===== config.mk =====
export PLATFORM = sky130hd
export DESIGN_NAME = tspp_ram
export DESIGN_NICKNAME = d
export VERILOG_FILES = /design/src/hdl/tspp_ram.sv
export SDC_FILE = /design/constraint.sdc
export NUM_CORES = 2
export LEC_CHECK = 0
export BUFFER_PORTS_ARGS = -buffer_cell sky130_fd_sc_hd__buf_2
export CAP_MARGIN = 10
export CORE_MARGIN = 1.5
export CORE_UTILIZATION = 40
export DETAILED_ROUTE_END_ITERATION = 8
export PLACE_DENSITY = 0.63
export SLEW_MARGIN = 40
export SYNTH_ARGS = -nofsm -noshare
export SYNTH_HDL_FRONTEND = slang
export SYNTH_SLANG_ARGS = --single-unit

===== constraint.sdc =====
create_clock -name clk -period 6.8 [get_ports clk]
set_input_delay 1.36 -clock clk [delete_from_list [all_inputs] [get_ports clk]]
set_output_delay 1.36 -clock clk [all_outputs]
set_load 0.05 [all_outputs]

===== src/hdl/tspp_ram.sv =====
`default_nettype none

module tspp_ram #(
  parameter int WIDTH = 8,
  parameter int DEPTH = 256
) (
  input  wire logic                     clk,
  input  wire logic                     wr_en,
  input  wire logic [$clog2(DEPTH)-1:0] wr_addr,
  input  wire logic [WIDTH-1:0]         wr_data,
  input  wire logic                     rd_en,
  input  wire logic [$clog2(DEPTH)-1:0] rd_addr,
  output logic      [WIDTH-1:0]         rd_data
);

  logic [WIDTH-1:0] mem [DEPTH];

  always_ff @(posedge clk) begin
    if (wr_en) begin
      mem[wr_addr] <= wr_data;
    end
    if (rd_en) begin
      rd_data <= mem[rd_addr];
    end
  end

endmodule

`default_nettype wire


# Yosys cells after proc, flatten, opt, wreduce, memory -nomap -nowiden
# Memories as Yosys holds them, arrays and structs flattened. A register that Yosys moved wholly into a read port is not among the register bits.
# Cells that the tools add are included.
[word_totals]
register_bits = 0
mem_bits_rw = 2048
latch_bits = 0
inputBits = 27
rom_bits = 0
word_cells = 3
memories = 1
out_inout_bits = 8
[mem_list]
columns = ["name", "words", "width", "read_ports", "rd_ports_with_merged_regs", "write_ports", "line", "source"]
rows = [
  ["mem", 256, 8, 1, 1, 1, "16", "logic [WIDTH-1:0] mem [DEPTH];"],
]
[op_classes]
eq_ne = 0
multipliers = 0
reduce_logical = 0
div = 0
n_mux = 2
n_shift = 0
add_sub_neg = 0
n_bitwise = 0
n_lt_le_gt_ge = 0
[ops]
columns = ["cell", "count"]
rows = [
  ["$mux W1", 2],
]

# Longest topological paths before layout
[depth]
depth_word = 2
depth_mapped = 11
depth_no_buf = 6

# Worst setup path before layout
# OpenSTA, ideal clock, no wires.
[synth_path]
path_type = "input-to-reg"
start = "input port rd_addr[0]"
end = "register rd_data[2], read port of mem, data pin"
arrival_ns = 3.167
cell_stages = 9
setup_slack_ns = 3.364
setup_time_ns = 0.269
path_cell_list = "buf_6 -> buf_12 -> buf_8 -> buf_2 -> mux4_2 -> a22oi_1 -> a21oi_1 -> nor4_1 -> nor4_2"
[synth_rtl]
columns = ["item", "line", "source"]
rows = [
  ["start: declaration", "12", "input wire logic [$clog2(DEPTH)-1:0] rd_addr,"],
  ["end: declaration", "13", "output logic [WIDTH-1:0] rd_data"],
]

==> metrics.md <==
| Metric | Value |
|---|---|
| Drt wl/cell | `approximately 30 µm` |
| Post-CTS Setup Bufs | `0` |
| Critical path arrival | `5.06 ns` |
| HPWL Detailed | `124.5 mm` |
| Internal power | `20.57 mW` |
| H-tree depth | `4` |
| Post-route ant nets | `0` |
| Status | `finished, final reports clean` |
| Syn_nets | `3,760` |
| CTS tree | `done` |
| CP Launch Type | `input port` |
| CTS root buf | `clkbuf_16` |
| Top-count cell post-synth | `edfxtp_1` |
| DRC violations left | `0` |
| Initial Utilization | `0.4030` |
| CP Cell Sequence | `buf_8 -> buf_12 -> buf_4 -> mux4_2 -> nor2b_1 -> a211oi_1 -> nor2_1 -> nor4_1 -> buf_4 -> nor4_1` |
| Clock Path Buffers | `3` |
| YS warnings | `0` |
| Sequential element share of the synthesized area | `0.7753` |
| Sw Ratio | `0.2163` |
| Cts repair resizes | `0` |
| Yosys top cell area share | `0.7753` |
| WP depth | `10` |
| Commonest cells post-synth | `edfxtp_1, mux4_2, nor2_1` |
| Combinational share of power | `0.050` |
| Vias in the first global route | `38,516` |
| FP Rows | `between 150 and 200` |
| Post-CTS Hold Buffers | `0` |
| FF-to-FF path depth | `6` |
| Share of layout cells above drive strength 1 | `0.2762` |
| Max-cap viol count | `0` |
| CP endpoint kind | `flip-flop` |
| Max FO, Critical Path | `44` |
| DP Worst Slack | `1.579 ns` |
| Area grow syn2layout | `13.24%` |
| Final instance area | `about 90,000 µm²` |
| Cell count after synthesis | `3,733` |
| First-pass GRT wire length | `285.1 mm` |
| Buf/Inv on CP | `4` |
| Routed via count | `~39,000` |
| VDD IR-drop max | `between 0.2 and 0.3 mV` |
| Setup Skew | `0.04263 ns` |
| Total CTS buffers | `201` |
| Critical path's slowest cell | `nor4_1` |
| Final RePlAce weighted congestion | `0.8705` |
| Fin nets | `3,882` |
| RSZ-0062 raised after global routing | `false` |
| Fillers | `~16,000` |
| Fin crit period | `4.467 ns` |
| Clock transition at path regs | `~0.060 ns` |
| Setup_tns | `0 ns` |
| Post-synth cell types | `54` |
| Largest net degree at the start of global routing | `185` |
| I/O pin cnt | `35` |
| P_sw | `approximately 5.7 mW` |
| Cell accounting for the most synthesized area | `edfxtp_1` |
| Relative slew slack | `0.2349` |
| DR pass1 iterations | `5` |
| Pins over their slew limit | `0` |
| Worst-Margin Slew | `1.137 ns` |
| Top cells by area, synth | `edfxtp_1, mux4_2, mux2i_1` |
| Syn Area/Cell | `21.33 µm²` |
| Vias per Instance | `a little under 6` |
| GRT Util Overall | `0.1958` |
| Grt ovf | `0` |
| Fin util | `0.4563` |
| I/O Buffers | `34` |
| Die height | `449.2 µm` |
| Area of the multi-input gates | `17,090 µm²` |
| Post-synth EDFFs | `2,056` |
| Sequential Area | `61,740 µm²` |
| Yosys reg bits | `slightly above 2,000` |
| CTS Sinks | `2,056` |
| Worst hold stages | `1` |
| WL final | `between 150 and 200 mm` |
| Critical path class | `input port to flip-flop` |
| Period utilization | `0.6569` |
| Fmax | `between 200 and 250 MHz` |
| Kind of cell adding the most delay to the critical path | `simple AND/OR/NAND/NOR gates` |
| Critical path required time | `around 7.4 ns` |
| Initial antenna violation count | `11` |
| CP max stage delay | `0.98 ns` |
| Ys flop type | `edfxtp_1` |
| Setup violations, final | `0` |
| Pwr Density | `just under 300 nW/µm²` |
| Detailed Route Iter0 Violations | `4,353` |
| Width of the die | `around 450 µm` |
| Clock Power Share | `0.417` |
| Die area | `201,800 µm²` |
| Clk_lat worst skew | `between 0.8 and 0.9 ns` |
| Final WS setup | `2.333 ns` |
| Area of the core | `197,600 µm²` |
| Worst Hold Class | `input port to flip-flop` |
| Leak pwr | `27.32 nW` |
| Async SR Flop Fraction | `0` |
| Post-Place Cell Area | `about 83,000 µm²` |
| Seq pwr share | `0.534` |
| Final-report hold violation count | `0` |
| Mapped Area | `79,640 µm²` |
cells in the final DEF, fill, tap and decap left out, types with 11 or more instances in the layout:
cell type / count
nor3_1: 20
a22oi_1: 133
buf_4: 89
bufinv_16: 17
nor4_1: 12
nand2_1: 25
nor4_2: 15
clkinv_2: 40
mux2i_1: 134
clkbuf_16: 204
nor2_1: 117
nand3_2: 11
mux4_2: 454
o22ai_1: 28
a211oi_1: 15
nand3_1: 22
nor2_2: 162
nor2b_1: 28
a221oi_1: 13
clkinv_1: 56
a21oi_1: 93
buf_12: 17
edfxtp_1: 2056
clkbuf_1: 34
buf_2: 22
o221ai_1: 46
area by class of cell:
type / instances / area share
Clock inverter: 136 / 0.01351
Tap cell: 2640 / 0.03663
Timing Repair Buffer: 152 / 0.01747
Antenna cell: 6 / 0.0001665
Multi-Input combinational cell: 1442 / 0.1895
Inverter: 2 / 0.00008325
Sequential cell: 2056 / 0.6846
Clock buffer: 238 / 0.05802
worst register-to-register path, delay by kind of cell, from the launching register on:
kind	cells	cell delay (ns)
buffers and inverters	1	0.24
and+or+nand+nor	3	1.25
DFF	1	0.36
muxes	2	1.05
layer usage:
layer / track usage / vias to the layer above / part of all wire
met3: 0.04267 / 305 / 0.087
met5: 0 / - / 0.000065
met2: 0.3109 / 1705 / 0.49
li1: - / 15977 / -
met4: 0.06494 / 2 / 0.030
met1: 0.2692 / 20680 / 0.40
sequential cells by signal (all words and copies together) (netlist names):
name     cells
mem       2048
rd_data      8
stage by stage:
step	hold WS [ns]	power, mW	std cells
detailed placement	1.065	15.57	6288
finish	0.8997	26.25	6672
CTS	0.9315	26.38	6662
floorplan	0.8642	14.95	3733
global placement	1.034	15.53	6274
global route	0.8630	26.90	6669
final timing paths:
| path | startpoint | end | slack (ns) |
|---|---|---|---|
| max | rd_addr[0] | rd_data[4] | 2.33 |
| min | wr_data[4] | mem[88][4] | 0.90 |
| max reg2reg | mem[71][4] | rd_data[4] | 3.66 |
| min reg2reg | mem[40][3] | rd_data[3] | 1.11 |
kinds of logic after synthesis:
logic type      synth area share
flops                     0.7753
buf+inv                  0.01829
simple gates             0.02625
mux                       0.1460
compound gates           0.03416
power by group through the flow:
stage               combinational (mW)  clock, mW  sequential, mW
floorplan                        0.679          0            14.3
global placement                  1.25          0            14.3
detailed placement                1.29          0            14.3
CTS                               1.29       11.1            14.0
global route                      1.37       11.5            14.0
finish                            1.31       10.9            14.0
Power figures use the tool's default switching activity.
