File: src/hdl/tspp_pkg.sv
`default_nettype none

package tspp_pkg;

  localparam int PID_W      = 13;
  localparam int TBL_DEPTH  = 8192;
  localparam int TBL_W      = 6;
  localparam int QDEPTH     = 4;
  localparam int QPTR_W     = 2;
  localparam int QCNT_W     = 3;

  localparam logic [7:0] SYNC_BYTE = 8'h47;

  typedef enum logic [2:0] {
    ST_OK            = 3'd0,
    ST_BAD_SYNC      = 3'd1,
    ST_TRANSPORT_ERR = 3'd2,
    ST_SCRAMBLED     = 3'd3,
    ST_CC_ERR        = 3'd4,
    ST_OVERRUN       = 3'd5
  } tspp_status_t;

  typedef enum logic [2:0] {
    PH_HEADER,
    PH_AF_LEN,
    PH_AF_FLAGS,
    PH_AF_BODY,
    PH_PAYLOAD
  } tspp_phase_t;

  typedef struct packed {
    logic               kind;
    logic [7:0]         payload_byte;
    logic [PID_W-1:0]   pid;
    logic               unit_start;
    logic               random_access;
    tspp_status_t       status;
    logic               has_pcr;
    logic [32:0]        pcr_90k;
    logic [8:0]         pcr_ext;
    logic               last;
  } tspp_result_t;

  typedef struct packed {
    logic          a_valid;
    tspp_result_t  a;
    logic          b_valid;
    tspp_result_t  b;
  } tspp_push_t;

  typedef struct packed {
    logic              rd_en;
    logic [PID_W-1:0]  rd_addr;
    logic              wr_en;
    logic [PID_W-1:0]  wr_addr;
    logic [TBL_W-1:0]  wr_data;
  } tspp_tbl_req_t;

endpackage

`default_nettype wire

File: src/hdl/tspp_parser.sv
`default_nettype none

module tspp_parser
  import tspp_pkg::*;
#(
  parameter int PACKET_BYTES = 188
) (
  input  wire logic             clk,
  input  wire logic             rst_n,
  input  wire logic             accept,
  input  wire logic [7:0]       data_byte,
  input  wire logic [TBL_W-1:0] tbl_rd_data,
  output tspp_tbl_req_t         tbl_req,
  output tspp_push_t            push
);

  localparam int IDX_W = $clog2(PACKET_BYTES);
  localparam logic [IDX_W-1:0] LAST_IDX = IDX_W'(PACKET_BYTES - 1);

  logic [IDX_W-1:0] idx_r;
  tspp_phase_t      phase_r, phase_nxt;
  logic [23:0]      hdr_r, hdr_nxt;
  logic [7:0]       alen_r, alen_nxt;
  logic [7:0]       rem_r, rem_nxt;
  logic [47:0]      pcr_sh_r, pcr_sh_nxt;
  logic [2:0]       pcnt_r, pcnt_nxt;
  tspp_status_t     status_r, status_nxt;
  logic             pcr_flag_r, pcr_flag_nxt;
  logic             rai_r, rai_nxt;
  logic             overrun_r, overrun_nxt;
  logic             cc_err_r, cc_err_nxt;
  logic             seen_r, seen_nxt;

  logic             first;
  logic             pkt_end;
  logic             fwd;
  tspp_status_t     rpt_status;
  logic             rpt_pcr;

  function automatic tspp_status_t final_status(tspp_status_t st, logic ovr, logic cce);
    tspp_status_t res;
    if (st != ST_OK) res = st;
    else if (ovr)    res = ST_OVERRUN;
    else if (cce)    res = ST_CC_ERR;
    else             res = ST_OK;
    return res;
  endfunction

  assign first   = (idx_r == '0);
  assign pkt_end = (idx_r == LAST_IDX);

  // next phase
  always_comb begin
    phase_nxt = phase_r;
    if (first) begin
      phase_nxt = PH_HEADER;
    end else begin
      unique case (phase_r)
        PH_HEADER: begin
          if (idx_r == IDX_W'(3)) begin
            phase_nxt = data_byte[5] ? PH_AF_LEN : PH_PAYLOAD;
          end
        end
        PH_AF_LEN: begin
          phase_nxt = (data_byte == 8'd0) ? PH_PAYLOAD : PH_AF_FLAGS;
        end
        PH_AF_FLAGS: begin
          phase_nxt = ((alen_r - 8'd1) != 8'd0) ? PH_AF_BODY : PH_PAYLOAD;
        end
        PH_AF_BODY: begin
          phase_nxt = ((rem_r - 8'd1) == 8'd0) ? PH_PAYLOAD : PH_AF_BODY;
        end
        PH_PAYLOAD: begin
          phase_nxt = PH_PAYLOAD;
        end
        default: begin
          phase_nxt = PH_HEADER;
        end
      endcase
    end
  end

  // field updates
  always_comb begin
    hdr_nxt      = hdr_r;
    alen_nxt     = alen_r;
    rem_nxt      = rem_r;
    pcr_sh_nxt   = pcr_sh_r;
    pcnt_nxt     = pcnt_r;
    status_nxt   = status_r;
    pcr_flag_nxt = pcr_flag_r;
    rai_nxt      = rai_r;
    overrun_nxt  = overrun_r;
    cc_err_nxt   = cc_err_r;
    seen_nxt     = seen_r;
    fwd          = 1'b0;
    if (first) begin
      status_nxt   = (data_byte != SYNC_BYTE) ? ST_BAD_SYNC : ST_OK;
      hdr_nxt      = '0;
      alen_nxt     = '0;
      rem_nxt      = '0;
      pcr_sh_nxt   = '0;
      pcnt_nxt     = '0;
      pcr_flag_nxt = 1'b0;
      rai_nxt      = 1'b0;
      overrun_nxt  = 1'b0;
      cc_err_nxt   = 1'b0;
      seen_nxt     = 1'b0;
    end else begin
      unique case (phase_r)
        PH_HEADER: begin
          hdr_nxt = {hdr_r[15:0], data_byte};
          if (idx_r == IDX_W'(3)) begin
            if (status_r == ST_OK) begin
              if (hdr_nxt[23])               status_nxt = ST_TRANSPORT_ERR;
              else if (hdr_nxt[7:6] != 2'b0) status_nxt = ST_SCRAMBLED;
            end
            cc_err_nxt = tbl_rd_data[5] && ((tbl_rd_data[3:0] + 4'd1) != hdr_nxt[3:0]);
            seen_nxt   = tbl_rd_data[4];
          end
        end
        PH_AF_LEN: begin
          alen_nxt = data_byte;
          if ((data_byte != 8'd0) && ((32'(data_byte) + 32'd5) > 32'(PACKET_BYTES))) begin
            overrun_nxt = 1'b1;
          end
        end
        PH_AF_FLAGS: begin
          rai_nxt      = data_byte[6];
          pcr_flag_nxt = data_byte[4];
          if (data_byte[4] && (alen_r < 8'd7)) begin
            overrun_nxt = 1'b1;
          end
          rem_nxt = alen_r - 8'd1;
        end
        PH_AF_BODY: begin
          if (pcr_flag_r && (pcnt_r < 3'd6)) begin
            pcr_sh_nxt = {pcr_sh_r[39:0], data_byte};
            pcnt_nxt   = pcnt_r + 3'd1;
          end
          rem_nxt = rem_r - 8'd1;
        end
        PH_PAYLOAD: begin
          fwd = (final_status(status_r, overrun_r, cc_err_r) == ST_OK) && hdr_r[4] &&
                (hdr_r[22] || seen_r);
        end
        default: begin
          fwd = 1'b0;
        end
      endcase
    end
  end

  assign rpt_status = final_status(status_nxt, overrun_nxt, cc_err_nxt);
  assign rpt_pcr    = pcr_flag_nxt && (alen_nxt >= 8'd7) && (pcnt_nxt >= 3'd6);

  // results: payload beat first, then the report
  always_comb begin
    push.a_valid         = accept && fwd;
    push.a.kind          = 1'b0;
    push.a.payload_byte  = data_byte;
    push.a.pid           = hdr_nxt[20:8];
    push.a.unit_start    = hdr_nxt[22];
    push.a.random_access = rai_nxt;
    push.a.status        = ST_OK;
    push.a.has_pcr       = 1'b0;
    push.a.pcr_90k       = '0;
    push.a.pcr_ext       = '0;
    push.a.last          = !pkt_end;

    push.b_valid         = accept && pkt_end;
    push.b.kind          = 1'b1;
    push.b.payload_byte  = '0;
    push.b.pid           = hdr_nxt[20:8];
    push.b.unit_start    = hdr_nxt[22];
    push.b.random_access = rai_nxt;
    push.b.status        = rpt_status;
    push.b.has_pcr       = rpt_pcr;
    push.b.pcr_90k       = rpt_pcr ? pcr_sh_nxt[47:15] : 33'd0;
    push.b.pcr_ext       = rpt_pcr ? pcr_sh_nxt[8:0] : 9'd0;
    push.b.last          = 1'b1;
  end

  // fetch the entry once the PID is complete; update it on a clean last byte
  always_comb begin
    tbl_req.rd_en   = accept && !first && (phase_r == PH_HEADER) && (idx_r == IDX_W'(2));
    tbl_req.rd_addr = {hdr_r[4:0], data_byte};
    tbl_req.wr_en   = accept && pkt_end && (rpt_status == ST_OK);
    tbl_req.wr_addr = hdr_nxt[20:8];
    tbl_req.wr_data = {1'b1, seen_nxt | hdr_nxt[22], hdr_nxt[3:0]};
  end

  always_ff @(posedge clk) begin
    if (!rst_n) begin
      idx_r      <= '0;
      phase_r    <= PH_HEADER;
      hdr_r      <= '0;
      alen_r     <= '0;
      rem_r      <= '0;
      pcr_sh_r   <= '0;
      pcnt_r     <= '0;
      status_r   <= ST_OK;
      pcr_flag_r <= 1'b0;
      rai_r      <= 1'b0;
      overrun_r  <= 1'b0;
      cc_err_r   <= 1'b0;
      seen_r     <= 1'b0;
    end else if (accept) begin
      idx_r      <= pkt_end ? '0 : idx_r + IDX_W'(1);
      phase_r    <= phase_nxt;
      hdr_r      <= hdr_nxt;
      alen_r     <= alen_nxt;
      rem_r      <= rem_nxt;
      pcr_sh_r   <= pcr_sh_nxt;
      pcnt_r     <= pcnt_nxt;
      status_r   <= status_nxt;
      pcr_flag_r <= pcr_flag_nxt;
      rai_r      <= rai_nxt;
      overrun_r  <= overrun_nxt;
      cc_err_r   <= cc_err_nxt;
      seen_r     <= seen_nxt;
    end
  end

endmodule

`default_nettype wire

File: config.mk
export PLATFORM = sky130hd
export DESIGN_NAME = tspp_parser
export DESIGN_NICKNAME = d
export VERILOG_FILES = /design/src/hdl/tspp_pkg.sv /design/src/hdl/tspp_parser.sv
export SDC_FILE = /design/constraint.sdc
export NUM_CORES = 1
export LEC_CHECK = 0
export BUFFER_PORTS_ARGS = -buffer_cell sky130_fd_sc_hd__buf_2
export CAP_MARGIN = 20
export CORE_ASPECT_RATIO = 0.6
export CORE_UTILIZATION = 45
export CTS_CLUSTER_SIZE = 30
export DETAILED_ROUTE_END_ITERATION = 8
export GPL_TIMING_DRIVEN = 0
export PLACE_DENSITY = 0.77
export REMOVE_ABC_BUFFERS = 1
export SLEW_MARGIN = 40
export SYNTH_ARGS = -nofsm -noshare
export SYNTH_HDL_FRONTEND = slang
export SYNTH_SLANG_ARGS = --single-unit
export TNS_END_PERCENT = 5
File: constraint.sdc
create_clock -name clk -period 2.6 [get_ports clk]
set_clock_uncertainty 0.1 [all_clocks]
set_input_delay 0.52 -clock clk [delete_from_list [all_inputs] [get_ports clk]]
set_output_delay 0.52 -clock clk [all_outputs]
set_load 0.05 [all_outputs]
# Word level (Yosys, flattened, before mapping)
# Index checks and enable logic that the tools add are counted.
[word_totals]
register_bits = 108
input_bits = 17
out_inout_bits = 178
word_cells = 127
[op_classes]
n_addsub = 6
n_lt_le_gt_ge = 5
eq_ne = 10
mux = 53
bitwise = 1
n_reduce_logical = 37
[ops]
columns = ["cell", "n"]
rows = [
  ["$mux 48", 3],
  ["$mux 3", 23],
  ["$mux 23", 2],
  ["$mux 33", 1],
  ["$mux 8", 4],
  ["$logic_not 8->1", 3],
  ["$eq 8x2->1 const B", 2],
  ["$mux 1", 16],
  ["$pmux 8 s2", 1],
  ["$reduce_bool 8->1", 2],
  ["$sub 8x1->8 const B", 2],
  ["$pmux 3 s5", 1],
  ["$logic_and 1x1->1", 14],
  ["$logic_not 3->1", 4],
  ["$add 8x3->9 const B", 1],
  ["$gt 9x8->1 const B", 1],
  ["$mux 9", 1],
  ["$reduce_bool 3->1", 3],
  ["$add 8x1->8 const B", 1],
  ["$eq 8x8->1 const B", 1],
  ["$ge 8x3->1 const B", 1],
  ["$lt 8x3->1 const B", 1],
  ["$ne 8x7->1 const B", 1],
  ["$reduce_bool 2->1", 4],
  ["15 further kinds", 19],
]

# Longest topological paths before layout
[depth]
word_depth = 11
ltp_mapped = 9
mapped_depth_nobuf = 7

# Least setup slack after synthesis
# OpenSTA, ideal clock, no wires.
[synth_timing]
path_kind = "register to output"
startpoint = "register idx_r[1]"
endpoint = "output push[46] (netlist bit)"
arrival_time_ns = 2.796
required_ns = 1.980
setup_slack_ns = -0.816
stages_incl_launch_ff = 6
path_cell_list = "dfxtp_1 -> ha_1 -> or4b_4 -> nor3_1 -> a2111oi_4 -> nor3_1"
[synth_lines]
columns = ["element", "line", "text"]
rows = [
  ["start: declaration", "tspp_parser.sv:20", "logic [IDX_W-1:0] idx_r;"],
  ["start signal: assignment", "tspp_parser.sv:209", "idx_r <= pkt_end ? '0 : idx_r + IDX_W'(1);"],
  ["end: declaration", "tspp_parser.sv:14", "output tspp_push_t push"],
]

==> run_results.csv <==
group,metric,value,unit
detailed_routing,drc_errors,0,
timing,setup_viol,97,
layout,final_cells,1114,
synth,ys_seq_elements,108,
synth,yosysSeqAreaShare,0.324,
min_path,min_path_type,"input pin to register",
grt,grt_usage,0.225,
grt,grt_max_degree,45,
synth,syn_inst,852,
setup_path,start_kind,"register",
die,fp.dieH,96.3,um
synth,yosysMostFrequentCell,"buf_4",
layout,drive_gt1_frac,0.303,
synth,synth_edf_count,0,
layout,area.growth.synth_to_final,23.9,%
power_and_ir_drop,p_int,0.00252,W
power_and_ir_drop,power_frac_comb,0.207,
synth,synth_fa_ha_area_frac,0.0188,
layout,multiInputGateArea,3950,um^2
timing,period_share,1.24,
grt,grt-busiest-layer,"met2",
detailed_routing,dr.pass1.iters,5,
timing,finalWorstSetupSlack,-0.630,ns
setup_path,worst-path-max-fanout,4,
power_and_ir_drop,p_per_area,461,nW/um^2
timing,rsz0062_at_grt,"yes",
synth,syn_area,6670,um^2
cts,cts.path.max_buffers,2,
die,core,14500,um^2
power_and_ir_drop,p_clk_frac,0.350,
synth,synth_warnings,0,
cts,root_buffer,"clkbuf_16",
grt,grt_pass1_wl,27500,um
die,num_io_pins,195,
die,start_util,0.461,
timing,maxSlewHeadroom,0.544,
synth,synth_compound_area_frac,0.221,
timing,maxSlewViolCount,0,
place,io_buffers,136,
synth,async_reset_ff_frac,0,
synth,yosys_most_used_dff,"dfxtp_1",
grt,grt-ovfl-total,0,
synth,synthTopCellsByArea,"dfxtp_1, buf_4, a22oi_1",
die,row_count,34,
detailed_routing,vias,6213,
setup_path,cp.required,1.98,ns
grt,grt_antenna_before_repair,1,
layout,final_area,8270,um^2
cts,htreeDepth,3,
cts,clock_latency,0.35,ns
synth,yosys.area_share.simple,0.202,
power_and_ir_drop,peakVddDrop,0.367,mV
layout,nNetsFinal,938,
die,die_w,159,um
grt,grt_pass1_vias,5149,
synth,avgSynthCellArea,7.83,um^2
timing,hold_viol_final,0,
timing,clock.fmax,310,MHz
run_status,violations,"negative setup slack",
place,hpwlAfterDp,11200,um
grt,use_met2,0.339,
setup_path,path_class,"register to primary output",
run_status,outcome,"finished, violations left",
grt,met3_usage,0.0491,
detailed_routing,ant_nets,0,
place,dp_cells,1068,
detailed_routing,vias_per_cell,5.58,
setup_path,cp.arrival,2.61,ns
power_and_ir_drop,swShare,0.340,
synth,synthMuxAreaShare,0.0143,
synth,synth_top_area_share,0.324,
synth,synth_top_family_by_area,"compound AO/OA/AOI/OAI gates",
cts,cts_tree,"built",
synth,synth_common_cells,"buf_4, nor2_1, nand2_1",
synth,ys_types,64,
cts,clock-sinks,108,
layout,seq_area,2180,um^2
power_and_ir_drop,pwr-share-seq,0.443,
die,die_area,15300,um^2
power_and_ir_drop,leakage,3.13,nW
synth,yosysTopAreaCell,"dfxtp_1",
run,cap_violations,0,
power_and_ir_drop,p_switching,0.00129,W
power_and_ir_drop,power,0.00381,W
detailed_routing,drt-initial-drc-count,507,
timing,tightest_slew,0.684,ns
place,dpl_cell_area,6800,um^2
grt,met1_usage,0.321,
timing,fin_crit,3.23,ns
cts,cts_made_buffers,9,
place,gp_congestion,0.839,
cts,clk_pin_slew,0.07,ns
synth,synth_xor_area_frac,0.0289,
detailed_routing,routed_wl,19000,um
detailed_routing,post_drt_wl_per_cell,17.0,um
setup_path,crit_path_end_kind,"primary output",
layout,fill_cells,1268,
## power groups by stage
stage          logic (W)  registers, W  clock network (W)
4_1_cts         0.000742       0.00169            0.00135
6_report        0.000789       0.00169            0.00134
3_5_place_dp    0.000679       0.00173                  0
2_1_floorplan   0.000442       0.00174                  0
3_3_place_gp    0.000649       0.00173                  0
5_1_grt         0.000821       0.00169            0.00141
## path summary, 6_finish.rpt
check / from / to / slack, ns / depth (start not counted)
setup reg to reg: idx_r[0] / rem_r[7] / 0.13 / 8
hold reg to reg: rem_r[7] / rem_r[7] / 0.38 / 2
hold / removal: tbl_rd_data[4] / seen_r / 0.38 / 3
setup / recovery: idx_r[0] / tbl_req[19] / -0.63 / 7
## timing repair
action / CTS / global route
hold buffers: 0 / 0
setup endpoints to repair: 159 / 179
setup buffers: 15 / 9
cloned: 1 / 5
resized for setup: 188 / 59
pin swaps: 25 / 6
## through the flow
stage | hold WS [ns] | utilization | setup slack (ns) | setup TNS (ns)
3_5_place_dp | 0.377 | 0.470 | -0.957 | -66.23
3_3_place_gp | 0.365 | 0.456 | -3.66 | -374.70
2_1_floorplan | 0.349 | - | -1.60 | -178.24
4_1_cts | 0.369 | 0.541 | -0.624 | -45.81
6_report | 0.381 | 0.571 | -0.630 | -41.93
5_1_grt | 0.403 | 0.571 | -0.696 | -48.38
## critical path: stages (launching register included)
cell       delay [ns]
dfxtp_4          0.38
ha_4             0.13
or4b_4           0.47
or3_4            0.39
and2_4           0.16
a2111oi_4        0.31
o221a_1          0.26
buf_6            0.16
## per-layer routing
layer	vias up	share of wire
met2	322	0.44
met3	23	0.082
met1	2959	0.47
li1	2909	-
met4	0	0.014
met5	-	0
## cell type report
type,instances,share of cell area
timing repair buffer,172,0.188
clock inverter,6,0.00666
inverter,12,0.00606
clock buffer,9,0.0272
sequential,108,0.264
tap,198,0.0300
multi-input combinational,608,0.477
antenna,1,0.000303
## registers in the layout, summed over array words and instances (netlist names)
name and cells:
pcr_sh_r 48, hdr_r 22, alen_r 8, idx_r 8, rem_r 8, pcnt_r 3
phase_r 3, status_r 3, cc_err_r 1, overrun_r 1, pcr_flag_r 1, rai_r 1
seen_r 1
## cells by family after synthesis
group | count (synthesis)
AOI/OAI and AO/OA | 202
buffers and inverters | 195
DFF | 108
muxes | 9
adders and majority gates | 10
and+or+nand+nor | 304
xor gates and xnor gates | 22
other | 2
## layout by cell type, fill, tap and decap left out, types with 9 or more instances in the layout
cell type / n
nor3_1: 10
buf_6: 55
a22o_1: 14
dfxtp_1: 103
a21oi_1: 15
nand2_1: 111
a21oi_2: 21
inv_1: 9
ha_1: 9
conb_1: 58
a22oi_1: 76
buf_4: 57
nor2_1: 117
buf_2: 42
clkbuf_16: 11
a21oi_4: 16
xor2_1: 9
o21ai_0: 15
xnor2_1: 13
Power figures use the tool's default switching activity.
