===== src/hdl/tspp_pkg.sv =====
`default_nettype none

package tspp_pkg;

  localparam int PID_W      = 13;
  localparam int TBL_DEPTH  = 8192;
  localparam int TBL_W      = 6;
  localparam int QDEPTH     = 4;
  localparam int QPTR_W     = 2;
  localparam int QCNT_W     = 3;

  localparam logic [7:0] SYNC_BYTE = 8'h47;

  typedef enum logic [2:0] {
    ST_OK            = 3'd0,
    ST_BAD_SYNC      = 3'd1,
    ST_TRANSPORT_ERR = 3'd2,
    ST_SCRAMBLED     = 3'd3,
    ST_CC_ERR        = 3'd4,
    ST_OVERRUN       = 3'd5
  } tspp_status_t;

  typedef enum logic [2:0] {
    PH_HEADER,
    PH_AF_LEN,
    PH_AF_FLAGS,
    PH_AF_BODY,
    PH_PAYLOAD
  } tspp_phase_t;

  typedef struct packed {
    logic               kind;
    logic [7:0]         payload_byte;
    logic [PID_W-1:0]   pid;
    logic               unit_start;
    logic               random_access;
    tspp_status_t       status;
    logic               has_pcr;
    logic [32:0]        pcr_90k;
    logic [8:0]         pcr_ext;
    logic               last;
  } tspp_result_t;

  typedef struct packed {
    logic          a_valid;
    tspp_result_t  a;
    logic          b_valid;
    tspp_result_t  b;
  } tspp_push_t;

  typedef struct packed {
    logic              rd_en;
    logic [PID_W-1:0]  rd_addr;
    logic              wr_en;
    logic [PID_W-1:0]  wr_addr;
    logic [TBL_W-1:0]  wr_data;
  } tspp_tbl_req_t;

endpackage

`default_nettype wire


===== src/hdl/tspp_out_queue.sv =====
`default_nettype none

module tspp_out_queue
  import tspp_pkg::*;
(
  input  wire logic       clk,
  input  wire logic       rst_n,
  input  wire tspp_push_t push,
  output logic            room,
  output logic            out_valid,
  input  wire logic       out_ready,
  output tspp_result_t    out_res
);

  tspp_result_t      q_r [QDEPTH];
  logic [QPTR_W-1:0] wp_r, rp_r;
  logic [QCNT_W-1:0] cnt_r, cnt_nxt;
  logic [QCNT_W-1:0] npush;
  logic              pop;

  assign room      = (cnt_r <= QCNT_W'(QDEPTH - 2));
  assign out_valid = (cnt_r != '0);
  assign out_res   = q_r[rp_r];
  assign pop       = out_valid && out_ready;
  assign npush     = QCNT_W'(push.a_valid) + QCNT_W'(push.b_valid);
  assign cnt_nxt   = cnt_r + npush - QCNT_W'(pop);

  always_ff @(posedge clk) begin
    if (push.a_valid) begin
      q_r[wp_r] <= push.a;
      if (push.b_valid) begin
        q_r[wp_r + QPTR_W'(1)] <= push.b;
      end
    end else if (push.b_valid) begin
      q_r[wp_r] <= push.b;
    end
  end

  always_ff @(posedge clk) begin
    if (!rst_n) begin
      wp_r  <= '0;
      rp_r  <= '0;
      cnt_r <= '0;
    end else begin
      wp_r  <= wp_r + npush[QPTR_W-1:0];
      rp_r  <= rp_r + QPTR_W'(pop);
      cnt_r <= cnt_nxt;
    end
  end

endmodule

`default_nettype wire

===== config.mk =====
export PLATFORM = sky130hd
export DESIGN_NAME = tspp_out_queue
export DESIGN_NICKNAME = d
export VERILOG_FILES = /design/src/hdl/tspp_pkg.sv /design/src/hdl/tspp_out_queue.sv
export SDC_FILE = /design/constraint.sdc
export NUM_CORES = 1
export LEC_CHECK = 0
export BUFFER_PORTS_ARGS = -buffer_cell sky130_fd_sc_hd__buf_2
export CAP_MARGIN = 20
export CORE_MARGIN = 3
export CORE_UTILIZATION = 45
export CTS_CLUSTER_SIZE = 12
export DETAILED_ROUTE_END_ITERATION = 16
export GPL_TIMING_DRIVEN = 1
export HOLD_SLACK_MARGIN = 0.08
export PLACE_DENSITY = 0.65
export RECOVER_POWER = 100
export SETUP_SLACK_MARGIN = 0.4
export SYNTH_ARGS = -nofsm -noshare
export SYNTH_HDL_FRONTEND = slang
export SYNTH_SLANG_ARGS = --single-unit

===== constraint.sdc =====
create_clock -name clk -period 10.3 [get_ports clk]
set_input_delay 0 -clock clk [delete_from_list [all_inputs] [get_ports clk]]
set_output_delay 0 -clock clk [all_outputs]
set_load 0.03 [all_outputs]

# --- Yosys cells after proc, flatten, opt, wreduce, memory -nomap -nowiden ---
# Memory sizes are Yosys's and may differ from the RTL's. A register that Yosys moved wholly into a read port is not among the register bits.
# Cells that the tools add are included.
totals:
  register_bits: 7
  latch_bits: 0
  mem_bits_rw: 284
  romBits: 0
  input_bits: 147
  out_inout_bits: 73
  elab_cells: 23
  mem_count: 1
op_classes:
  add_sub_neg: 6
  n_mul: 0
  div_mod_pow: 0
  n_lt_le_gt_ge: 1
  eq_ne: 0
  shift: 0
  muxes: 9
  bitwise_logic: 1
  n_reduce_logical: 2
mem_list:
  columns: ["name", "words", "width", "read_ports", "rd_ports_with_merged_regs", "write_ports", "line_no", "text"]
  rows:
  - ["q_r", 4, 71, 1, 1, 2, "tspp_out_queue.sv:15", "tspp_result_t q_r [QDEPTH];"]
ops:
  columns: ["operator", "count"]
  rows:
  - ["71-bit two-way mux", 1]
  - ["1-bit two-way mux", 7]
  - ["3-bit by 2-bit adder with 3-bit output", 1]
  - ["3-bit by 2-bit <= comparator with 1-bit output, second input constant", 1]
  - ["3-bit nonzero test", 1]
  - ["3-bit by 1-bit subtractor with 3-bit output", 1]
  - ["1-bit by 1-bit adder with 2-bit output", 1]
  - ["2-bit by 1-bit adder with 2-bit output", 1]
  - ["2-bit by 1-bit adder with 2-bit output, second input constant", 1]
  - ["2-bit adder", 1]
  - ["2-bit two-way mux", 1]
  - ["1-bit logical AND", 1]
  - ["1-bit OR", 1]

# --- Depth between registers and ports, before layout ---
# Gate-level depths: netlist of the first run.
depth:
  depth_word: 4
  ltp_mapped: 9
  ltp_nobuf: 9

# --- Least setup slack after synthesis of the first run ---
# OpenSTA, ideal clock, no wires.
synth_timing:
  path_type: "register to register"
  start: "reg wp_r[1]"
  end: "mem q_r[3][0] in the netlist's numbering (enable)"
  setup_time_ns: 0.609
  t_arrival_ns: 6.003
  required_time_ns: 9.691
  path_slack_ns: 3.688
  path_stages_with_launch: 6
  n_path_buf: 4
  period_less_slack_ns: 6.612
  cell_sequence: "dfxtp_1 buf_4 buf_6 buf_4 buf_4 a21boi_0"
synth_rtl:
  columns: ["element", "line_no", "text"]
  rows:
  - ["start, declared", "tspp_out_queue.sv:16", "logic [QPTR_W-1:0] wp_r, rp_r;"]
  - ["start signal, assigned", "tspp_out_queue.sv:45", "wp_r <= wp_r + npush[QPTR_W-1:0];"]
  - ["end, declared", "tspp_out_queue.sv:15", null]

==> flow_metrics.env, run 1 <==
export IMPL_grt_ovfl_total=0
export IMPL_wire_per_inst_um=23.4
export IMPL_most_common_layout_cells="284 x edfxtp_1, 215 x dlygate4sd3_1, 195 x o221ai_1"
export IMPL_final_common_cell="edfxtp_1"
export IMPL_post_place_cells=1665
export IMPL_core_um2=34700
export IMPL_grt_pass1_vias=12200
export IMPL_vias_per_cell=6.10
export IMPL_final_setup_tns_ps=0
export IMPL_multiInputGateArea_um2=6010
export IMPL_fin_crit_sh_pct=63.9
export IMPL_cts_setup_buffers=0
export IMPL_synth_area_um2=15900
export IMPL_syn_area_per_cell_um2=14.6
export IMPL_firstDrtPassIters=5
export IMPL_drv_cap=8
export IMPL_drt_initial_drc_count=956
export IMPL_min_delay_path_class="input pin to flip-flop"
export IMPL_worstPathCellList="clkbuf_1, and3b_1, a21o_1, buf_4"
export IMPL_grt_total_usage_pct=23.7
export IMPL_instances_no_fill=1942
export IMPL_cts_buffer_depth=3
export IMPL_num_rows=68
export IMPL_p_total_mw=4.10
export IMPL_placement_io_buffers=219
export IMPL_synthArstFlopShare_pct=0
export IMPL_min_from="push[71]"
export IMPL_die_area_um2=37700
export IMPL_synth_edf_count=284
export IMPL_post_cts_resized=0
export IMPL_grt_pass1_wl_um=70400
export IMPL_vdd_drop_max_uv=156
export IMPL_finalCriticalPeriod_ps=6580
export IMPL_skew_ps=16.4
export IMPL_final_nets=1617
export IMPL_reg2reg_setup_slack_ps=3720
export IMPL_gp_congestion=0.758
export IMPL_antenna_found_initial=1
export IMPL_die_x_um=194
export IMPL_pre_cts_ws_ps=6890
export IMPL_hold_violations=0
export IMPL_die_height_um=194
export IMPL_endpoint_kind="flip-flop"
export IMPL_clkTransAtPathRegs_ps=60
export IMPL_tightestPinTransition_ps=4290
export IMPL_final_cell_area_um2=19700
export IMPL_rsz0062_at_grt="no"
export IMPL_dp_hpwl_um=25100
export IMPL_worstPathArrival_ps=6760
export IMPL_htree_levels=2
export IMPL_pin_count=220
export IMPL_max_freq_mhz=152
export IMPL_violations="capacitance limit, slew limit"
export IMPL_critical_path_top_delay_family="buffers and inverters"
export IMPL_slew_headroom_pct=-186
export IMPL_reg2reg_from="wp_r[1]"
export IMPL_setup_worst_path_class="flip-flop to flip-flop"
export IMPL_fillers=2947
export IMPL_start_util_pct=45.8
export IMPL_whs_path_depth=5
export IMPL_synth_nets=1243
export IMPL_ys_types=31
export IMPL_start_kind="flip-flop"
export IMPL_p_leak_nw=6.67
export IMPL_cts_hold_buffers=215
export IMPL_drc=0
export IMPL_cts_tree="yes"
export IMPL_syn_to_final_growth_pct=23.5
export IMPL_ant_nets=0
export IMPL_yosys_warnings=0
export IMPL_drive_gt1_share_pct=20.7
export IMPL_ys_seq_area_share_pct=54.5
export IMPL_synth_flop_cell="edfxtp_1"
export IMPL_clk_latency_ps=510
export IMPL_worstPathMaxFanout=98
export IMPL_setup_viol=0
export IMPL_critPathRequiredTime_ps=10490
export IMPL_report_final_slew_viol_count=382
export IMPL_clock_sinks=291
export IMPL_hold_end="wp_r[0]"
export IMPL_cts_root_buf="clkbuf_16"
export IMPL_crit_reg2reg_capture="q_r[2][9]"
export IMPL_synth_seq_cells=291
export IMPL_max_stage_delay_ps=3030
export IMPL_whs_ps=145
export IMPL_grt_max_degree=99
export IMPL_post_route_util_pct=56.6
export IMPL_cts_made_buffers=34
export IMPL_wl_um=45500
export IMPL_ff2ff_path_depth=4
export IMPL_register_area_um2=8680
export IMPL_via_count=11800
export IMPL_setup_ws_ps=3720
export IMPL_syn_inst=1087
export IMPL_power_density_nw_per_um2=209
export IMPL_status="complete, but fails checks"
export IMPL_crit_buf_inv=2
export IMPL_placed_cell_area_um2=16900
export IMPL_critical_path_slowest_cell="clkbuf_1"
## final cells by class
| cell class | instances | area share (%) |
|---|---|---|
| Sequential cell | 291 | 44.2 |
| Multi-Input combinational cell | 675 | 30.6 |
| Timing Repair Buffer | 451 | 16.6 |
| Clock buffer | 46 | 4.99 |
| Tap cell | 455 | 2.90 |
| Clock inverter | 14 | 0.618 |
| Inverter | 8 | 0.153 |
| Antenna cell | 2 | 0.0255 |
## layer usage
| layer | up-vias | part of all wire [%] | global-route usage, % |
|---|---|---|---|
| met2 | 527 | 48 | 39.0 |
| met3 | 64 | 7.4 | 3.82 |
| met5 | - | 0 | 0 |
| met1 | 5983 | 42 | 32.7 |
| li1 | 5267 | - | - |
| met4 | 0 | 2.1 | 7.18 |
## Yosys cell counts (2+ instances only)
master     instances  area share [%]
clkbuf_1          20            0.47
and2_1             6            0.24
a21oi_1            2           0.063
o2bb2ai_1         71             3.9
nand2b_1         143             5.6
ha_1               8            0.63
inv_1              8            0.19
mux4_2            71              10
and3b_1            2            0.11
dfxtp_1            7            0.88
o221ai_1         132             7.3
buf_6             44             3.1
o221ai_2          81             7.6
nor2b_1            2           0.079
edfxtp_1         284              54
xnor3_1            2            0.28
nand2_1          143             3.4
buf_2             30            0.94
buf_4             19            0.90
## kinds of logic after synthesis
family,synth area share (%)
simple gates,9.76
flops,54.5
compound gates,19.0
buf+inv,5.61
mux,10.0
fa+ha+maj,0.755
xor+xnor,0.338
## state kept, by name, indices dropped and copies added, names as in the netlist
| register | cells |
|---|---|
| cnt_r | 3 |
| wp_r | 2 |
| rp_r | 2 |
| q_r | 284 |
## worst register-to-register path: stages (launching register included)
cell      delay [ps]
dfxtp_4          710
clkbuf_1        3040
and3b_1          900
a21o_1           990
buf_4            620
## worst max path at each step
stage | from | slack [ps] | cells after the start | end
2_1_floorplan | wp_r[1] | 3690 | 5 | q_r[3][0]
3_3_place_gp | wp_r[1] | 6940 | 4 | q_r[2][23]
3_5_place_dp | wp_r[1] | 6890 | 3 | q_r[0][56]
4_1_cts | wp_r[1] | 6600 | 5 | q_r[0][46]
5_1_grt | wp_r[1] | 3300 | 4 | q_r[2][25]
6_report | wp_r[1] | 3720 | 4 | q_r[2][9]
## power breakdown
part           internal (mW)  switching (mW)  total, mW
Clock                  0.717           0.469       1.19
Combinational          0.499           0.796       1.30
Sequential              1.52          0.0974       1.62
Total                   2.74            1.36       4.10
Note: power is estimated with default switching activity, not from simulation.
==> inputs of run 2 (changes only) <==
- PLACE_DENSITY: 0.65 -> 0.67
- clock period: 10.3 -> 5.4 ns (I/O delays scaled with it)
==> flow_metrics.env, run 2 (synthesis results as in run 1) <==
export IMPL_drv_cap=7
export IMPL_cts_buffer_depth=3
export IMPL_gp_congestion=0.757
export IMPL_grt_max_degree=109
export IMPL_skew_ps=5.53
export IMPL_ant_nets=0
export IMPL_p_leak_nw=6.60
export IMPL_min_delay_path_class="input pin to flip-flop"
export IMPL_most_common_layout_cells="284 x edfxtp_1, 216 x dlygate4sd3_1, 196 x o221ai_1"
export IMPL_post_cts_resized=0
export IMPL_fin_crit_sh_pct=77.5
export IMPL_p_total_mw=7.49
export IMPL_grt_pass1_wl_um=70300
export IMPL_register_area_um2=8670
export IMPL_cts_root_buf="clkbuf_16"
export IMPL_start_kind="flip-flop"
export IMPL_die_area_um2=37700
export IMPL_placement_io_buffers=219
export IMPL_crit_buf_inv=2
export IMPL_core_um2=34700
export IMPL_slew_headroom_pct=-50.1
export IMPL_final_nets=1619
export IMPL_grt_pass1_vias=12400
export IMPL_worstPathMaxFanout=45
export IMPL_wl_um=45900
export IMPL_dp_hpwl_um=25200
export IMPL_endpoint_kind="flip-flop"
export IMPL_whs_ps=125
export IMPL_drt_initial_drc_count=1022
export IMPL_vdd_drop_max_uv=251
export IMPL_drc=0
export IMPL_die_height_um=194
export IMPL_clock_sinks=291
export IMPL_start_util_pct=45.8
export IMPL_firstDrtPassIters=5
export IMPL_hold_violations=0
export IMPL_critical_path_slowest_cell="dfxtp_1"
export IMPL_report_final_slew_viol_count=351
export IMPL_power_density_nw_per_um2=385
export IMPL_pin_count=220
export IMPL_reg_largest_list="q_r: 284 flops, cnt_r: 3 flops"
export IMPL_drive_gt1_share_pct=20.4
export IMPL_worstPathCellList="a31o_2, buf_4, o2bb2ai_1, dlygate4sd3_1"
export IMPL_final_common_cell="edfxtp_1"
export IMPL_wire_per_inst_um=23.8
export IMPL_max_stage_delay_ps=1390
export IMPL_finalCriticalPeriod_ps=4180
export IMPL_critical_path_top_delay_family="compound AO/OA/AOI/OAI gates"
export IMPL_multiInputGateArea_um2=5990
export IMPL_rsz0062_at_grt="no"
export IMPL_final_cell_area_um2=19500
export IMPL_syn_to_final_growth_pct=22.3
export IMPL_clkTransAtPathRegs_ps=60
export IMPL_fillers=2952
export IMPL_final_setup_tns_ps=0
export IMPL_regMostFlops="q_r"
export IMPL_via_count=12000
export IMPL_die_x_um=194
export IMPL_num_rows=68
export IMPL_placed_cell_area_um2=17000
export IMPL_clk_latency_ps=560
export IMPL_cts_tree="yes"
export IMPL_largest_register_ffs=284
export IMPL_violations="capacitance limit, slew limit"
export IMPL_worstPathArrival_ps=4620
export IMPL_setup_worst_path_class="flip-flop to flip-flop"
export IMPL_grt_ovfl_total=0
export IMPL_grt_total_usage_pct=23.5
export IMPL_cts_setup_buffers=0
export IMPL_htree_levels=1
export IMPL_critPathRequiredTime_ps=5830
export IMPL_status="complete, but fails checks"
export IMPL_antenna_found_initial=0
export IMPL_tightestPinTransition_ps=2250
export IMPL_cts_made_buffers=31
export IMPL_max_freq_mhz=239
export IMPL_diodes=0
export IMPL_setup_viol=0
export IMPL_vias_per_cell=6.20
export IMPL_cts_hold_buffers=216
-- run 2: cell count changes in the layout (fill, tap and decap cells not counted), moves of 2 or more --
| cell | delta |
|---|---|
| clkinv_1 | +6 |
| clkinv_2 | -7 |
| buf_2 | +7 |
| clkbuf_16 | -6 |
| clkbuf_8 | -2 |
| diode_2 | -2 |
| buf_12 | +2 |
| clkbuf_1 | -11 |
| clkbuf_2 | +3 |
-- run 2: path summary, 6_finish.rpt --
check | start | endpoint | slack [ps] | depth (start not counted)
min reg2reg | cnt_r[0] | cnt_r[0] | 630 | 2
max | wp_r[1] | q_r[0][41] | 1220 | 4
min | push[143] | wp_r[0] | 130 | 5
max reg2reg | wp_r[1] | q_r[0][41] | 1220 | 4
-- run 2: per-layer routing --
metal	up-vias	track usage [%]	wire [µm]
met5	-	0	0
met4	0	8.40	1540
met3	101	2.76	3520
met2	616	40.6	22800
met1	6001	30.9	18100
li1	5263	-	-
-- run 2: area by class of cell --
cell class / count / share of cell area (%)
flip-flops and latches: 291 / 44.6
multi-input cells: 675 / 30.8
repair buffers: 456 / 17.1
clock buffers: 35 / 4.06
well taps: 455 / 2.93
clock inverters: 12 / 0.405
inverters: 8 / 0.154
-- run 2: tightest hold or removal path, stage by stage --
cell and delay (ps):
buf_2 130, inv_1 100, ha_1 190, ha_1 130, and2_0 100
-- run 2: stage by stage --
step	instances	setup slack [ps]	utilization [%]
after floorplan	1087	558	-
after global placement	1668	2240	48.9
after detailed placement	1668	2150	48.9
after CTS	1931	2170	57.7
after global routing	1932	988	56.1
final	1932	1220	56.1
-- run 2: report_power, final --
| group | total (mW) | internal, mW | switching (mW) |
|---|---|---|---|
| Sequential | 3.07 | 2.89 | 0.177 |
| Clock | 1.92 | 1.07 | 0.850 |
| Combinational | 2.50 | 0.960 | 1.54 |
==> inputs of run 3 (changes only) <==
- clock period: 5.4 -> 3.6 ns (I/O delays scaled with it)
==> flow_metrics.env, run 3 (synthesis results as in run 1) <==
export IMPL_status="completed"
export IMPL_dp_hpwl_um=25000
export IMPL_gp_congestion=0.765
export IMPL_drc=0
export IMPL_worstPathArrival_ps=2960
export IMPL_clock_sinks=291
export IMPL_whs_ps=139
export IMPL_wire_per_inst_um=23.2
export IMPL_max_freq_mhz=338
export IMPL_setup_viol=0
export IMPL_final_nets=1626
export IMPL_antenna_found_initial=1
export IMPL_clk_latency_ps=500
export IMPL_p_leak_nw=6.79
export IMPL_core_um2=34700
export IMPL_pin_count=220
export IMPL_firstDrtPassIters=5
export IMPL_cts_buffer_depth=3
export IMPL_final_cell_area_um2=20000
export IMPL_largest_register_ffs=284
export IMPL_wl_um=45400
export IMPL_regMostFlops="q_r"
export IMPL_critPathRequiredTime_ps=3600
export IMPL_tightestPinTransition_ps=1450
export IMPL_die_x_um=194
export IMPL_drive_gt1_share_pct=22.4
export IMPL_start_util_pct=45.8
export IMPL_die_height_um=194
export IMPL_setup_worst_path_class="flip-flop to output pin"
export IMPL_post_route_util_pct=57.5
export IMPL_clkTransAtPathRegs_ps=60
export IMPL_setup_ws_ps=640
export IMPL_reg_largest_list="q_r: 284 flops, cnt_r: 3 flops"
export IMPL_final_common_cell="edfxtp_1"
export IMPL_num_rows=68
export IMPL_ant_nets=0
export IMPL_grt_max_degree=88
export IMPL_report_final_slew_viol_count=0
export IMPL_syn_to_final_growth_pct=25.4
export IMPL_worstPathMaxFanout=16
export IMPL_p_total_mw=11.8
export IMPL_placed_cell_area_um2=17100
export IMPL_cts_made_buffers=34
export IMPL_grt_total_usage_pct=23.5
export IMPL_most_common_layout_cells="284 x edfxtp_1, 215 x dlygate4sd3_1, 183 x o221ai_1"
export IMPL_final_setup_tns_ps=0
export IMPL_cts_tree="yes"
export IMPL_vdd_drop_max_uv=410
export IMPL_drt_initial_drc_count=891
export IMPL_start_kind="flip-flop"
export IMPL_vias_per_cell=6.12
export IMPL_pre_cts_ws_ps=1040
export IMPL_post_place_cells=1673
export IMPL_grt_pass1_wl_um=69800
export IMPL_slew_headroom_pct=3.31
export IMPL_min_delay_path_class="input pin to flip-flop"
export IMPL_die_area_um2=37700
export IMPL_htree_levels=2
export IMPL_placement_io_buffers=219
export IMPL_hold_violations=0
export IMPL_cts_root_buf="clkbuf_16"
export IMPL_rsz0062_at_grt="no"
export IMPL_instances_no_fill=1952
export IMPL_reg2reg_setup_slack_ps=650
export IMPL_fin_crit_sh_pct=82.2
export IMPL_grt_ovfl_total=0
export IMPL_via_count=11900
export IMPL_skew_ps=9.01
export IMPL_drv_cap=0
export IMPL_finalCriticalPeriod_ps=2960
export IMPL_endpoint_kind="output pin"
export IMPL_grt_pass1_vias=12400
export IMPL_power_density_nw_per_um2=591
[run 3: layer usage]
metal	GRT usage (%)	vias to the layer above	wire length (µm)
met5	0	-	0
met1	31.0	5986	18300
li1	-	5294	-
met3	4.48	83	3940
met4	8.03	0	1200
met2	39.2	583	21900
[run 3: final timing paths]
kind	startpoint	to	cells past startpoint
max	rp_r[0]	out_res[58]	3
min reg2reg	cnt_r[0]	cnt_r[0]	2
max reg2reg	wp_r[1]	q_r[0][57]	3
min	push[71]	wp_r[0]	5
[run 3: power breakdown]
part	internal (mW)	leakage (nW)	switching [mW]	total, mW
combinational	1.47	3.52	2.35	3.82
clock	2.06	0.533	1.35	3.41
sequential	4.33	2.74	0.228	4.56
total	7.86	6.79	3.93	11.8
[run 3: critical path, cell delays in order (launching register included)]
cell and delay (ps):
dfxtp_1 1100, buf_4 510, mux4_2 600, clkbuf_1 240
[run 3: layout make-up]
type | instances | area, µm²
sequential | 291 | 8680
clock buffer | 49 | 991
timing repair buffer | 460 | 3490
antenna | 1 | 2.50
tap | 455 | 569
inverter | 8 | 30.0
clock inverter | 13 | 109
fill | 2862 | 14800
multi-input combinational | 675 | 6090
[run 3: timing repair]
item,CTS,global route
hold buffers,215,0
buffers inserted,0,0
setup endpoints to repair,0,0
gates resized for setup,0,0
hold endpoints to repair,291,0
